**src/assert_macros.svh**
```systemverilog
// Assertion macros shared by the RTL of the ready table scheduler.
// No dependencies; the bodies are empty when SYNTHESIS is defined.
`ifndef ASSERT_MACROS_SVH
`define ASSERT_MACROS_SVH
`ifndef SYNTHESIS
// property must hold at every clock edge outside reset
`define ASSERT_ALWAYS(label, clock, rstn, prop) \
	label: assert property (@(posedge clock) disable iff (!rstn) (prop)) \
		else $error("assertion failed");
// antecedent implies consequent on the next edge
`define ASSERT_NEXT(label, clock, rstn, ante, cons) \
	label: assert property (@(posedge clock) disable iff (!rstn) (ante) |=> (cons)) \
		else $error("assertion failed");
`else
`define ASSERT_ALWAYS(label, clock, rstn, prop)
`define ASSERT_NEXT(label, clock, rstn, ante, cons)
`endif
`endif

```
**src/prts_pkg.sv**
```systemverilog
// Shared constants of the process ready table scheduler: action and
// status codes and fixed field widths. No dependencies.
package prts_pkg;
	localparam int ACT_W  = 4;
	localparam int PID_W  = 8;
	localparam int AMT_W  = 32;
	localparam int STAT_W = 2;
	localparam int CHID_W = 8;
	localparam int LEFT_W = 32;

	localparam logic [ACT_W-1:0] ACT_ADD   = 4'd0;
	localparam logic [ACT_W-1:0] ACT_RR    = 4'd1;
	localparam logic [ACT_W-1:0] ACT_CONS  = 4'd2;
	localparam logic [ACT_W-1:0] ACT_RM    = 4'd3;
	localparam logic [ACT_W-1:0] ACT_SETW  = 4'd4;
	localparam logic [ACT_W-1:0] ACT_HRN   = 4'd5;
	localparam logic [ACT_W-1:0] ACT_SUP   = 4'd6;
	localparam logic [ACT_W-1:0] ACT_SDN   = 4'd7;
	localparam logic [ACT_W-1:0] ACT_READ  = 4'd8;

	localparam logic [STAT_W-1:0] ST_OK       = 2'd0;
	localparam logic [STAT_W-1:0] ST_EMPTY    = 2'd1;
	localparam logic [STAT_W-1:0] ST_FULL     = 2'd2;
	localparam logic [STAT_W-1:0] ST_NOTFOUND = 2'd3;
endpackage

```
**src/process_ready_table_scheduler.sv**
```systemverilog
// Process ready table scheduler: table memory, sequencer, HRN divider.
// Depends on prts_pkg and assert_macros.svh.
//
// One request at a time. The table lives in a single memory with a registered
// read port; every table read passes a wait state between address and data.
// Add, error cases and unused codes answer at once; consume, set wait and
// read do a full id search; consume and set wait then do a read-modify-write;
// remove searches, then moves each later slot down by one; round robin
// reads the next entry; HRN divides each entry with nonzero work in the 32-step
// shift-subtract divider; the sorts do a selection scan through the memory
// port. A result waits in an output register, so the next request is taken
// while it is still pending. No clearing pass follows reset.
`include "assert_macros.svh"
module process_ready_table_scheduler #(
	parameter int ENTRIES   = 32,
	parameter int WORK_BITS = 32,
	parameter int ID_BITS   = 8
) (
	input  logic        clk,
	input  logic        arst_n,
	input  logic        s_axis_tvalid,
	output logic        s_axis_tready,
	input  logic [39:0] s_axis_tdata,  // proc_id[7:0], amount[39:8]
	input  logic [3:0]  s_axis_tuser,  // action[3:0]
	output logic        m_axis_tvalid,
	input  logic        m_axis_tready,
	output logic [47:0] m_axis_tdata   // status[1:0], chosen_id[9:2], work_left[41:10],
	                                   // finished[42], zero[47:43]
);
	import prts_pkg::*;

	localparam int CNT_W = $clog2(ENTRIES + 1);
	localparam int IDX_W = $clog2(ENTRIES);
	localparam int CW    = (WORK_BITS > AMT_W) ? WORK_BITS : AMT_W;
	localparam int IW    = (ID_BITS > PID_W) ? ID_BITS : PID_W;
	localparam int QW    = AMT_W;

	localparam logic [4:0] S_IDLE    = 5'd0;
	localparam logic [4:0] S_WAIT    = 5'd1;
	localparam logic [4:0] S_RR_ID   = 5'd2;
	localparam logic [4:0] S_HRN_LD  = 5'd3;
	localparam logic [4:0] S_HRN_DIV = 5'd4;
	localparam logic [4:0] S_HRN_CMP = 5'd5;
	localparam logic [4:0] S_SORT_I  = 5'd6;
	localparam logic [4:0] S_SORT_LI = 5'd7;
	localparam logic [4:0] S_SORT_J  = 5'd8;
	localparam logic [4:0] S_SORT_W1 = 5'd9;
	localparam logic [4:0] S_SORT_W2 = 5'd10;
	localparam logic [4:0] S_FIND    = 5'd11;
	localparam logic [4:0] S_CONS    = 5'd12;
	localparam logic [4:0] S_SETW    = 5'd13;
	localparam logic [4:0] S_RDW     = 5'd14;
	localparam logic [4:0] S_RM      = 5'd15;
	localparam logic [4:0] S_RM_WR   = 5'd16;
	localparam logic [4:0] S_OUT     = 5'd17;

	typedef struct packed {
		logic [ID_BITS-1:0]   id;
		logic [WORK_BITS-1:0] work;
		logic [AMT_W-1:0]     wtime;
	} row_t;

	// table memory
	row_t mem [ENTRIES];
	row_t rdata;
	logic mem_we;
	logic [IDX_W-1:0] mem_wa;
	row_t mem_wd;

	// control
	logic [4:0] state_q, ret_q;
	logic [CNT_W-1:0] count_q, i_q, j_q, best_idx_q;
	logic [IDX_W-1:0] idx_q, cur_q, first_q, last_q, pick_q;
	logic rr_valid_q, found_q, zero_q, m_valid_q;
	logic [ID_BITS-1:0] next_id_q;

	// request and working registers
	logic [ACT_W-1:0] act_q;
	logic [PID_W-1:0] pid_q;
	logic [AMT_W-1:0] amt_q;
	row_t row_i_q, best_row_q;
	logic [QW:0] best_q;
	logic [WORK_BITS-1:0] div_q, rem_q;
	logic [QW-1:0] quo_q;
	logic [4:0] dcnt_q;

	// pending result and output register
	logic [STAT_W-1:0] res_st_q;
	logic [CHID_W-1:0] res_id_q;
	logic [LEFT_W-1:0] res_left_q;
	logic res_fin_q;
	logic [47:0] m_data_q;

	logic [ACT_W-1:0] act_in;
	logic s_fire, out_load;
	assign act_in = s_axis_tuser;
	assign s_axis_tready = (state_q == S_IDLE);
	assign s_fire = s_axis_tvalid && s_axis_tready;
	assign out_load = (state_q == S_OUT) && (!m_valid_q || m_axis_tready);
	assign m_axis_tvalid = m_valid_q;
	assign m_axis_tdata = m_data_q;

	// early status of an incoming request
	logic add_ok;
	logic [STAT_W-1:0] st_in;
	assign add_ok = (act_in == ACT_ADD) && (count_q < CNT_W'(ENTRIES));
	always_comb begin
		if (act_in > ACT_READ) begin
			st_in = ST_OK;
		end else if (act_in == ACT_ADD) begin
			st_in = add_ok ? ST_OK : ST_FULL;
		end else if (count_q == '0) begin
			st_in = ST_EMPTY;
		end else begin
			st_in = ST_OK;
		end
	end

	// id search on the row just read
	logic match, found_n;
	logic [IDX_W-1:0] first_n, last_n;
	assign match = (IW'(rdata.id) == IW'(pid_q));
	assign found_n = found_q || match;
	assign first_n = (found_q || !match) ? first_q : j_q[IDX_W-1:0];
	assign last_n = match ? j_q[IDX_W-1:0] : last_q;

	// divider step
	logic [WORK_BITS:0] trial;
	logic ge;
	assign trial = {rem_q, quo_q[QW-1]};
	assign ge = (trial >= {1'b0, div_q});

	// hrn ratio of the entry just divided
	logic [QW:0] ratio;
	logic better_hrn;
	assign ratio = zero_q ? (QW+1)'(1) : ({1'b0, quo_q} + (QW+1)'(1));
	assign better_hrn = (ratio > best_q);

	// sort compare
	logic better_srt;
	always_comb begin
		if (act_q == ACT_SUP) begin
			better_srt = (rdata.work < best_row_q.work);
		end else begin
			better_srt = (rdata.work > best_row_q.work);
		end
	end

	// saturating consume
	logic [CW-1:0] w_e, a_e;
	logic [WORK_BITS-1:0] nw;
	assign w_e = CW'(rdata.work);
	assign a_e = CW'(amt_q);
	assign nw = (w_e > a_e) ? WORK_BITS'(w_e - a_e) : '0;

	// round robin next cursor
	logic [CNT_W-1:0] cur_inc, rr_next;
	assign cur_inc = CNT_W'(cur_q) + CNT_W'(1);
	assign rr_next = (!rr_valid_q || cur_inc >= count_q) ? '0 : cur_inc;

	// memory write select
	always_comb begin
		mem_we = 1'b0;
		mem_wa = idx_q;
		mem_wd = rdata;
		case (state_q)
			S_IDLE: begin
				if (s_fire && add_ok) begin
					mem_we = 1'b1;
					mem_wa = count_q[IDX_W-1:0];
					mem_wd = '{id: next_id_q, work: WORK_BITS'(s_axis_tdata[39:8]),
						wtime: '0};
				end
			end
			S_CONS: begin
				mem_we = 1'b1;
				mem_wd = '{id: rdata.id, work: nw, wtime: rdata.wtime};
			end
			S_SETW: begin
				mem_we = 1'b1;
				mem_wd = '{id: rdata.id, work: rdata.work, wtime: amt_q};
			end
			S_RM_WR: begin
				mem_we = 1'b1;
				mem_wa = j_q[IDX_W-1:0];
			end
			S_SORT_W1: begin
				mem_we = 1'b1;
				mem_wa = i_q[IDX_W-1:0];
				mem_wd = best_row_q;
			end
			S_SORT_W2: begin
				mem_we = 1'b1;
				mem_wa = best_idx_q[IDX_W-1:0];
				mem_wd = row_i_q;
			end
			default: begin
				mem_we = 1'b0;
			end
		endcase
	end

	// table memory, registered read
	always_ff @(posedge clk) begin
		if (mem_we) begin
			mem[mem_wa] <= mem_wd;
		end
		rdata <= mem[idx_q];
	end

	// sequencer
	always_ff @(posedge clk or negedge arst_n) begin
		if (!arst_n) begin
			state_q    <= S_IDLE;
			ret_q      <= S_IDLE;
			count_q    <= '0;
			rr_valid_q <= 1'b0;
			cur_q      <= '0;
			next_id_q  <= '0;
			m_valid_q  <= 1'b0;
		end else begin
			if (m_valid_q && m_axis_tready && !out_load) begin
				m_valid_q <= 1'b0;
			end
			unique case (state_q)
				S_IDLE: begin
					if (s_fire) begin
						act_q      <= act_in;
						pid_q      <= s_axis_tdata[7:0];
						amt_q      <= s_axis_tdata[39:8];
						res_st_q   <= st_in;
						res_id_q   <= add_ok ? CHID_W'(next_id_q) : '0;
						res_left_q <= '0;
						res_fin_q  <= 1'b0;
						// unused codes, adds and an empty table answer at once
						if (act_in > ACT_READ || act_in == ACT_ADD || count_q == '0) begin
							state_q <= S_OUT;
							if (add_ok) begin
								count_q   <= count_q + CNT_W'(1);
								next_id_q <= next_id_q + ID_BITS'(1);
							end
						end else if (act_in == ACT_RR) begin
							cur_q      <= rr_next[IDX_W-1:0];
							rr_valid_q <= 1'b1;
							idx_q      <= rr_next[IDX_W-1:0];
							ret_q      <= S_RR_ID;
							state_q    <= S_WAIT;
						end else if (act_in == ACT_HRN) begin
							j_q     <= '0;
							idx_q   <= '0;
							best_q  <= '0;
							pick_q  <= '0;
							ret_q   <= S_HRN_LD;
							state_q <= S_WAIT;
						end else if (act_in == ACT_SUP || act_in == ACT_SDN) begin
							i_q     <= '0;
							state_q <= S_SORT_I;
						end else begin
							j_q     <= '0;
							idx_q   <= '0;
							found_q <= 1'b0;
							ret_q   <= S_FIND;
							state_q <= S_WAIT;
						end
					end
				end
				S_WAIT: begin
					state_q <= ret_q;
				end
				S_RR_ID: begin
					res_id_q <= CHID_W'(rdata.id);
					state_q  <= S_OUT;
				end
				S_HRN_LD: begin
					div_q  <= rdata.work;
					quo_q  <= rdata.wtime;
					rem_q  <= '0;
					dcnt_q <= '0;
					zero_q <= (rdata.work == '0);
					state_q <= (rdata.work == '0) ? S_HRN_CMP : S_HRN_DIV;
				end
				S_HRN_DIV: begin
					rem_q  <= ge ? WORK_BITS'(trial - {1'b0, div_q}) : WORK_BITS'(trial);
					quo_q  <= {quo_q[QW-2:0], ge};
					dcnt_q <= dcnt_q + 5'd1;
					if (dcnt_q == 5'(QW - 1)) begin
						state_q <= S_HRN_CMP;
					end
				end
				S_HRN_CMP: begin
					if (better_hrn) begin
						best_q <= ratio;
						pick_q <= j_q[IDX_W-1:0];
					end
					if (j_q + CNT_W'(1) < count_q) begin
						j_q   <= j_q + CNT_W'(1);
						idx_q <= IDX_W'(j_q + CNT_W'(1));
						ret_q <= S_HRN_LD;
					end else begin
						idx_q <= better_hrn ? j_q[IDX_W-1:0] : pick_q;
						ret_q <= S_RR_ID;
					end
					state_q <= S_WAIT;
				end
				S_SORT_I: begin
					if (i_q + CNT_W'(1) >= count_q) begin
						state_q <= S_OUT;
					end else begin
						idx_q   <= i_q[IDX_W-1:0];
						ret_q   <= S_SORT_LI;
						state_q <= S_WAIT;
					end
				end
				S_SORT_LI: begin
					row_i_q    <= rdata;
					best_row_q <= rdata;
					best_idx_q <= i_q;
					j_q        <= i_q + CNT_W'(1);
					idx_q      <= IDX_W'(i_q + CNT_W'(1));
					ret_q      <= S_SORT_J;
					state_q    <= S_WAIT;
				end
				S_SORT_J: begin
					if (better_srt) begin
						best_row_q <= rdata;
						best_idx_q <= j_q;
					end
					if (j_q + CNT_W'(1) < count_q) begin
						j_q     <= j_q + CNT_W'(1);
						idx_q   <= IDX_W'(j_q + CNT_W'(1));
						ret_q   <= S_SORT_J;
						state_q <= S_WAIT;
					end else if (better_srt || best_idx_q != i_q) begin
						state_q <= S_SORT_W1;
					end else begin
						i_q     <= i_q + CNT_W'(1);
						state_q <= S_SORT_I;
					end
				end
				S_SORT_W1: begin
					state_q <= S_SORT_W2;
				end
				S_SORT_W2: begin
					i_q     <= i_q + CNT_W'(1);
					state_q <= S_SORT_I;
				end
				S_FIND: begin
					found_q <= found_n;
					first_q <= first_n;
					last_q  <= last_n;
					if (j_q + CNT_W'(1) < count_q) begin
						j_q     <= j_q + CNT_W'(1);
						idx_q   <= IDX_W'(j_q + CNT_W'(1));
						state_q <= S_WAIT;
					end else if (!found_n) begin
						res_st_q <= ST_NOTFOUND;
						state_q  <= S_OUT;
					end else if (act_q == ACT_RM) begin
						// cursor dropped together with the count
						j_q        <= CNT_W'(first_n);
						count_q    <= count_q - CNT_W'(1);
						rr_valid_q <= 1'b0;
						cur_q      <= '0;
						state_q    <= S_RM;
					end else begin
						idx_q   <= last_n;
						state_q <= S_WAIT;
						case (act_q)
							ACT_CONS: ret_q <= S_CONS;
							ACT_SETW: ret_q <= S_SETW;
							default:  ret_q <= S_RDW;
						endcase
					end
				end
				S_CONS: begin
					res_left_q <= LEFT_W'(nw);
					res_fin_q  <= (nw == '0);
					state_q    <= S_OUT;
				end
				S_SETW: begin
					state_q <= S_OUT;
				end
				S_RDW: begin
					res_left_q <= LEFT_W'(rdata.work);
					state_q    <= S_OUT;
				end
				// count_q already holds the reduced count here
				S_RM: begin
					if (j_q < count_q) begin
						idx_q   <= IDX_W'(j_q + CNT_W'(1));
						ret_q   <= S_RM_WR;
						state_q <= S_WAIT;
					end else begin
						state_q <= S_OUT;
					end
				end
				S_RM_WR: begin
					j_q     <= j_q + CNT_W'(1);
					state_q <= S_RM;
				end
				S_OUT: begin
					if (out_load) begin
						m_valid_q <= 1'b1;
						m_data_q  <= {5'd0, res_fin_q, res_left_q, res_id_q, res_st_q};
						state_q   <= S_IDLE;
					end
				end
				default: begin
					state_q <= S_IDLE;
				end
			endcase
		end
	end

	`ASSERT_ALWAYS(a_count_bound, clk, arst_n, count_q <= CNT_W'(ENTRIES))
	`ASSERT_ALWAYS(a_cursor_in_table, clk, arst_n, !rr_valid_q || CNT_W'(cur_q) < count_q)
	`ASSERT_NEXT(a_add_grows, clk, arst_n,
		s_fire && act_in == ACT_ADD && count_q < CNT_W'(ENTRIES),
		count_q == $past(count_q) + CNT_W'(1))
	`ASSERT_NEXT(a_result_loaded, clk, arst_n, out_load, m_valid_q && state_q == S_IDLE)
endmodule
```
**config.mk**
```make
export PLATFORM = sky130hd
export DESIGN_NAME = process_ready_table_scheduler
export DESIGN_NICKNAME = d
export VERILOG_FILES = /design/src/prts_pkg.sv /design/src/process_ready_table_scheduler.sv
export VERILOG_INCLUDE_DIRS = /design/src /design/src/src
export SDC_FILE = /design/constraint.sdc
export NUM_CORES = 2
export LEC_CHECK = 0
export BUFFER_PORTS_ARGS = -buffer_cell sky130_fd_sc_hd__buf_2
export CAP_MARGIN = 20
export CORE_MARGIN = 2
export CORE_UTILIZATION = 50
export DETAILED_ROUTE_END_ITERATION = 6
export PLACE_DENSITY = 0.65
export SLEW_MARGIN = 20
export SYNTH_ARGS = -nofsm -noshare
export SYNTH_HDL_FRONTEND = slang
export SYNTH_SLANG_ARGS = --single-unit
export TNS_END_PERCENT = 50
```
**constraint.sdc**
```tcl
create_clock -name clk -period 16.7 [get_ports clk]
set_input_delay 0 -clock clk [delete_from_list [all_inputs] [get_ports clk]]
set_output_delay 0 -clock clk [all_outputs]
set_load 0.1 [all_outputs]
```
=== After elaboration in Yosys (flattened, before gate mapping) ===
Memories as Yosys holds them, arrays and structs flattened. A register that Yosys moved wholly into a read port is not among the register bits.
Cells that the tools add are included.

* Multiplexer cells: 140
* Equality and inequality tests: 58
* Reduce and logical (&&, ||, !) cells: 59
* Add/subtract/negate cells: 10
* Order comparisons: 11

{| class="wikitable"
|+ Operator list
! cell !! number
|-
| 72-bit case mux with 5 select lines || 1
|-
| 5-bit two-way mux || 46
|-
| 33-bit two-way mux || 6
|-
| 72-bit two-way mux || 2
|-
| 72-bit case mux with 2 select lines || 1
|-
| 6-bit two-way mux || 23
|-
| 32-bit case mux with 2 select lines || 2
|-
| 32-bit two-way mux || 3
|-
| 32-bit case mux with 3 select lines || 1
|-
| 5-bit case mux with 14 select lines || 1
|-
| 5-bit case mux with 7 select lines || 2
|-
| 33-bit case mux with 2 select lines || 1
|-
| 32-bit greater-than comparator || 2
|-
| 32-bit zero test || 2
|-
| 32-bit subtractor || 2
|-
| 5-bit by 4-bit == test with 1-bit output (second input constant) || 8
|-
| 2-bit != test (second input constant) || 18
|-
| 32-bit by 1-bit adder with 33-bit output (second input constant) || 1
|-
| 33-bit by 32-bit greater-or-equal comparator with 1-bit output || 1
|-
| 33-bit greater-than comparator || 1
|-
| 32-bit less-than comparator || 1
|-
| 5-bit case mux with 2 select lines || 3
|-
| 6-bit case mux with 5 select lines || 1
|-
| 7-bit AND reduction || 4
|-
| other kinds (52) || 145
|}

* Logic and storage cells: 314
* Memories kept: 1
* Output and inout port bits: 50
* Memory bits (writable): 2304
* Register bits: 479
* Input bits: 48

{| class="wikitable"
|+ Memory list
! memory !! words !! bits a word !! read ports !! clocked after memory_dff !! wr ports !! RTL line !! text
|-
| mem || 32 || 72 || 1 || 1 || 1 || process_ready_table_scheduler.sv:64 || <nowiki>row_t mem [ENTRIES];</nowiki>
|}

=== Logic depth before layout (Yosys ltp) ===
* Depth after elaboration: 8
* Depth in mapped cells: 20
* Depth with buffers taken out: 20

=== Worst setup path after synthesis ===
Ideal clock, no wire load.

* Path type: register to register
* From: reg state_q[1]
* To: mem mem[16][0] in the netlist's numbering, enable pin
* Path slack: 8321 ps
* Period minus slack after synthesis: 8379 ps
* Stages on the path, launching flop included: 12
* Data arrival time: 7788 ps
* Setup time: 590 ps
* Cell sequence: dfrtp_1 -> clkbuf_1 -> nor2_1 -> nand2_1 -> clkinv_1 -> nand2_1 -> nor2_1 -> nand2_1 -> nand2_1 -> a21oi_1 -> nand4b_1 -> nor3_1

* Cells in the longest elaborated chain, start to end: 7
* Elaborated cells between the ends (all ways): 15

{| class="wikitable"
|+ Ends and longest elaborated chain
! element !! RTL line !! text
|-
| start: declaration || process_ready_table_scheduler.sv:71 || <nowiki>logic [4:0] state_q, ret_q;</nowiki>
|-
| start signal: assignment || process_ready_table_scheduler.sv:268 || <nowiki>state_q <= ret_q;</nowiki>
|-
| start signal: assignment || process_ready_table_scheduler.sv:280 || <nowiki>state_q <= (rdata.work == '0) ? S_HRN_CMP : S_HRN_DIV;</nowiki>
|-
| 5-bit zero test (*) || process_ready_table_scheduler.sv:97 || <nowiki>assign s_axis_tready = (state_q == S_IDLE);</nowiki>
|-
| named net s_axis_tready || process_ready_table_scheduler.sv:22 || <nowiki>output logic s_axis_tready,</nowiki>
|-
| 1-bit logical AND || process_ready_table_scheduler.sv:98 || <nowiki>assign s_fire = s_axis_tvalid && s_axis_tready;</nowiki>
|-
| 1-bit logical AND || process_ready_table_scheduler.sv:168 || <nowiki>if (s_fire && add_ok) begin</nowiki>
|-
| 1-bit two-way mux || process_ready_table_scheduler.sv:168 ||
|-
| 1-bit case mux with 2 select lines || process_ready_table_scheduler.sv:166 || <nowiki>case (state_q)</nowiki>
|-
| 1-bit two-way mux || process_ready_table_scheduler.sv:205 || <nowiki>if (mem_we) begin</nowiki>
|-
| 1-bit two-way mux (not written as such) || process_ready_table_scheduler.sv:206 || <nowiki>mem[mem_wa] <= mem_wd;</nowiki>
|-
| end: declaration || process_ready_table_scheduler.sv:64 ||
|}

The timed path passes the listed nets; every way through them passes the cells marked *.

=== Worst setup path after layout ===
* From: reg state_q[0]
* To: mem mem[2][24] in the netlist's numbering, enable pin

* Cells in the longest elaborated chain, start to end: 7
* Elaborated cells between the ends (all ways): 15

{| class="wikitable"
|+ Ends and longest elaborated chain
! element !! RTL line
|-
| 5-bit zero test || process_ready_table_scheduler.sv:97, process_ready_table_scheduler.sv:166
|-
| 1-bit logical AND || process_ready_table_scheduler.sv:98
|-
| 1-bit logical AND || process_ready_table_scheduler.sv:168
|-
| 1-bit two-way mux || process_ready_table_scheduler.sv:168
|-
| 1-bit case mux with 2 select lines || process_ready_table_scheduler.sv:166
|-
| 1-bit two-way mux || process_ready_table_scheduler.sv:205
|-
| 1-bit two-way mux (not written as such) || process_ready_table_scheduler.sv:206
|}

Several ways; a longest one is shown, not always the timed one.

==> load_flow_metrics.sql <==
INSERT INTO impl_metrics (metric_group, metric, value, unit) VALUES
('critical_path', 'setup_crit_path_kind', 'register to register', ''),
('finish', 'drive_above_1_share', '0.243', ''),
('run_status', 'failed_checks', 'design-rule violations', ''),
('floorplanning', 'placementRows', '176', ''),
('global_route', 'grt_busiest_layer', 'met2', ''),
('yosys', 'netlist_instances', '5936', ''),
('yosys', 'synthDistinctLibCells', '80', ''),
('floorplanning', 'die_area', '0.234', 'mm2'),
('route', 'detail_route.drc_violations', '19', ''),
('route', 'via_per_inst', '6.35', ''),
('finish', 'final_nets', '6509', ''),
('yosys', 'count_of_flip_flops_with_a_built_in_enable_after_synthesis', '2752', ''),
('yosys', 'synth_seq_area_share', '0.736', ''),
('place', 'detailed_place.area', '0.120', 'mm2'),
('finish', 'layout.cell_area.non_filler', '0.131', 'mm2'),
('floorplanning', 'die_height', '484', 'um'),
('cts', 'maximum_level_of_the_cts_h_tree', '5', ''),
('critical_path', 'worst-endpoint-arrival', '7510', 'ps'),
('critical_path', 'critical-path-slowest-cell', 'sky130_fd_sc_hd__nor2_4', ''),
('global_route', 'grt_util_met1', '0.388', ''),
('sta', 'finalHoldViolCount', '0', ''),
('yosys', 'synthMostInstantiatedCell', 'sky130_fd_sc_hd__edfxtp_1', ''),
('sta', 'setup_repair_after_global_routing_missed_its_margin', 'false', ''),
('yosys', 'yosysTopAreaCell', 'sky130_fd_sc_hd__edfxtp_1', ''),
('min_path', 'hold_path_class', 'input port to register', ''),
('cts', 'cts.path.max_buffers', '4', ''),
('critical_path', 'worstPathBufferInverterCount', '5', ''),
('finish', 'fillerInstances', '16900', ''),
('global_route', 'grt_pass1_vias', '59800', ''),
('run_status', 'status', 'finished, violations left', ''),
('global_route', 'grt.met3_usage', '0.0463', ''),
('floorplanning', 'ios', '98', ''),
('sta', 'min_period_over_period', '0.417', ''),
('yosys', 'syn_area', '0.115', 'mm2'),
('floorplanning', 'initial_core_util', '0.502', ''),
('critical_path', 'critical_path.cell_chain', 'nor2_1, nand2_1, clkinv_1, nand2_1, nor2_4, buf_4, nand2_1, nand2_1, a21oi_1, inv_1, nand3_1, nor2_4, buf_4, buf_4', ''),
('sta', 'fin_crit', '6960', 'ps'),
('floorplanning', 'die_w', '484', 'um'),
('yosys', 'yosysTopAreaCellShare', '0.717', ''),
('route', 'num_vias', '60800', ''),
('place', 'post-dp-hpwl', '180', 'mm'),
('route', 'routed_wl', '303', 'mm'),
('critical_path', 'crit_path_max_fanout', '38', ''),
('cts', 'tritoncts_clock_tree', 'built', ''),
('floorplanning', 'core_area', '0.230', 'mm2'),
('place', 'io_buffers', '92', ''),
('sta', 'setup_viol', '0', ''),
('critical_path', 'most_frequent_cell_on_critical_path', 'sky130_fd_sc_hd__nand2_1', ''),
('global_route', 'groute.layer.met2.usage', '0.397', ''),
('run', 'cap_viol_max_count', '0', ''),
('route', 'detail_route.wl_per_cell', '31.7', 'um'),
('yosys', 'synth_area_per_cell', '19.4', 'um2'),
('critical_path', 'crit_path_start_kind', 'register', ''),
('cts', 'cts.root.buffer_cell', 'sky130_fd_sc_hd__clkbuf_16', ''),
('sta', 'clock-skew-final', '70.9', 'ps'),
('global_route', 'grt_overflow_total', '0', ''),
('global_route', 'grt_max_degree', '132', ''),
('critical_path', 'endpoint_kind', 'register', ''),
('cts', 'cts_buf_count', '307', ''),
('sta', 'worst-slew-pin-transition', '1170', 'ps'),
('yosys', 'ys_ff_latch', '2855', ''),
('global_route', 'grt_util_all_layers', '0.258', ''),
('route', 'detail_route.first_pass.iterations', '7', ''),
('sta', 'max-slew-margin-rel', '0.222', ''),
('cts', 'clkSlewWorstSetupHoldPaths', '60', 'ps'),
('global_route', 'global_route_wire_length_before_repair', '435', 'mm'),
('power_and_ir_drop', 'p_leak', '43.3', 'nW'),
('route', 'postRouteAntennaNets', '0', ''),
('critical_path', 'path_delay_family', 'simple AND/OR/NAND/NOR gates', ''),
('power_and_ir_drop', 'ir_worst_vdd', '0.153', 'mV'),
('global_route', 'grt_antenna_before_repair', '18', '');
-- layout by cell type (no fill, tap or decap), types with 34 or more instances in the layout --
cell type                          n
sky130_fd_sc_hd__nor2_4           34
sky130_fd_sc_hd__xnor2_1          60
sky130_fd_sc_hd__nand2_1         414
sky130_fd_sc_hd__xor2_1           60
sky130_fd_sc_hd__inv_1           166
sky130_fd_sc_hd__a222oi_1         80
sky130_fd_sc_hd__clkinv_2         48
sky130_fd_sc_hd__a21o_1           70
sky130_fd_sc_hd__clkbuf_1         60
sky130_fd_sc_hd__buf_4           134
sky130_fd_sc_hd__mux4_2          720
sky130_fd_sc_hd__a21oi_1         108
sky130_fd_sc_hd__ha_1            162
sky130_fd_sc_hd__mux2_2           89
sky130_fd_sc_hd__dlygate4sd3_1    92
sky130_fd_sc_hd__nor3_1           58
sky130_fd_sc_hd__dfxtp_1          72
sky130_fd_sc_hd__o21ai_0          89
sky130_fd_sc_hd__edfxtp_1       2752
sky130_fd_sc_hd__clkinv_1         53
sky130_fd_sc_hd__nor2_1          173
sky130_fd_sc_hd__nand3_1          69
sky130_fd_sc_hd__clkbuf_16       309
sky130_fd_sc_hd__buf_2            92
sky130_fd_sc_hd__nand4_1          39
-- area by class of cell --
| cell class | instances | area [um2] | area share |
|---|---|---|---|
| sequential | 2855 | 84900 | 0.649 |
| multi-input combinational | 2635 | 29200 | 0.223 |
| clock buffer | 379 | 8100 | 0.0619 |
| tap | 3026 | 3790 | 0.0289 |
| timing repair buffer | 329 | 2600 | 0.0199 |
| clock inverter | 155 | 1580 | 0.0121 |
| inverter | 168 | 631 | 0.00482 |
| antenna | 17 | 42.5 | 0.000325 |
-- registers in the layout, summed over array words and instances (netlist names), 6 cells and up --
signal and count:
mem 2304, best_row_q 72, row_i_q 72, m_axis_tdata 43, rdata 40, best_q 33
a_e 32, div_q 32, quo_q 32, rem_q 32, res_left_q 32, w_e 32
next_id_q 8, pid_q 8, res_id_q 8, best_idx_q 6, count_q 6, i_q 6
j_q 6
-- what timing repair did --
action	4_1_cts	5_1_grt
setup buffers	0	0
gates resized for setup	0	0
endpoints found under the hold margin	333	0
hold buffers	92	0
-- worst paths after layout --
path | start | end | slack (ps) | depth (start not counted)
max in group asynchronous | arst_n | next_id_q[5]$_DFFE_PN0P_ | 16030 | 4
max | state_q[0]$_DFFE_PN0P_ | mem[2][24]$_DFFE_PP_ | 9740 | 14
max reg2reg | state_q[0]$_DFFE_PN0P_ | mem[2][24]$_DFFE_PP_ | 9740 | 14
min reg2reg | res_left_q[25]$_DFFE_PP_ | m_axis_tdata[35]$_DFFE_PP_ | 400 | 0
min | s_axis_tdata[20] | a_e[12]$_DFFE_PP_ | 60 | 2
min in group asynchronous | arst_n | state_q[4]$_DFFE_PN0P_ | 220 | 4
-- per-layer routing --
layer	wire length, um	share of wire
met3	28700	0.095
met5	69	0.00023
met1	126000	0.42
met4	7070	0.023
met2	141000	0.46
-- cell families (layout without fill, tap and decap cells) --
| logic type | after synthesis | after routing | synth area share |
|---|---|---|---|
| adder cells (fa/ha/maj) | 165 | 165 | 0.0181 |
| flip-flops | 2855 | 2855 | 0.736 |
| AND/OR/NAND/NOR | 1018 | 1018 | 0.0403 |
| buffers and inverters | 450 | 1031 | 0.0150 |
| AO/OA/AOI/OAI | 487 | 487 | 0.0296 |
| multiplexers | 840 | 840 | 0.152 |
| XOR/XNOR | 120 | 120 | 0.00911 |
| other | 1 | 22 | 0.0000325 |
-- stage by stage --
stage	setup WS (ps)	util	std cells	hold WS, ps	total power, mW
5_1_grt	9320	0.569	9548	31.9	24.5
2_1_floorplan	8320	-	5940	-296	14.4
3_5_place_dp	9810	0.522	8919	123	17.1
6_report	9740	0.570	9564	58.1	23.6
4_1_cts	9750	0.569	9545	0.798	23.7
3_3_place_gp	9960	0.522	8917	121	16.9
-- where the power goes --
part / leakage (nW) / internal [mW] / switching [mW] / total [mW]
Clock: 4.72 / 3.91 / 2.72 / 6.63
Sequential: 25.9 / 10.1 / 0.494 / 10.6
Combinational: 12.7 / 2.09 / 4.37 / 6.47
Total: 43.3 / 16.1 / 7.59 / 23.6
Power figures use the tool's default switching activity.
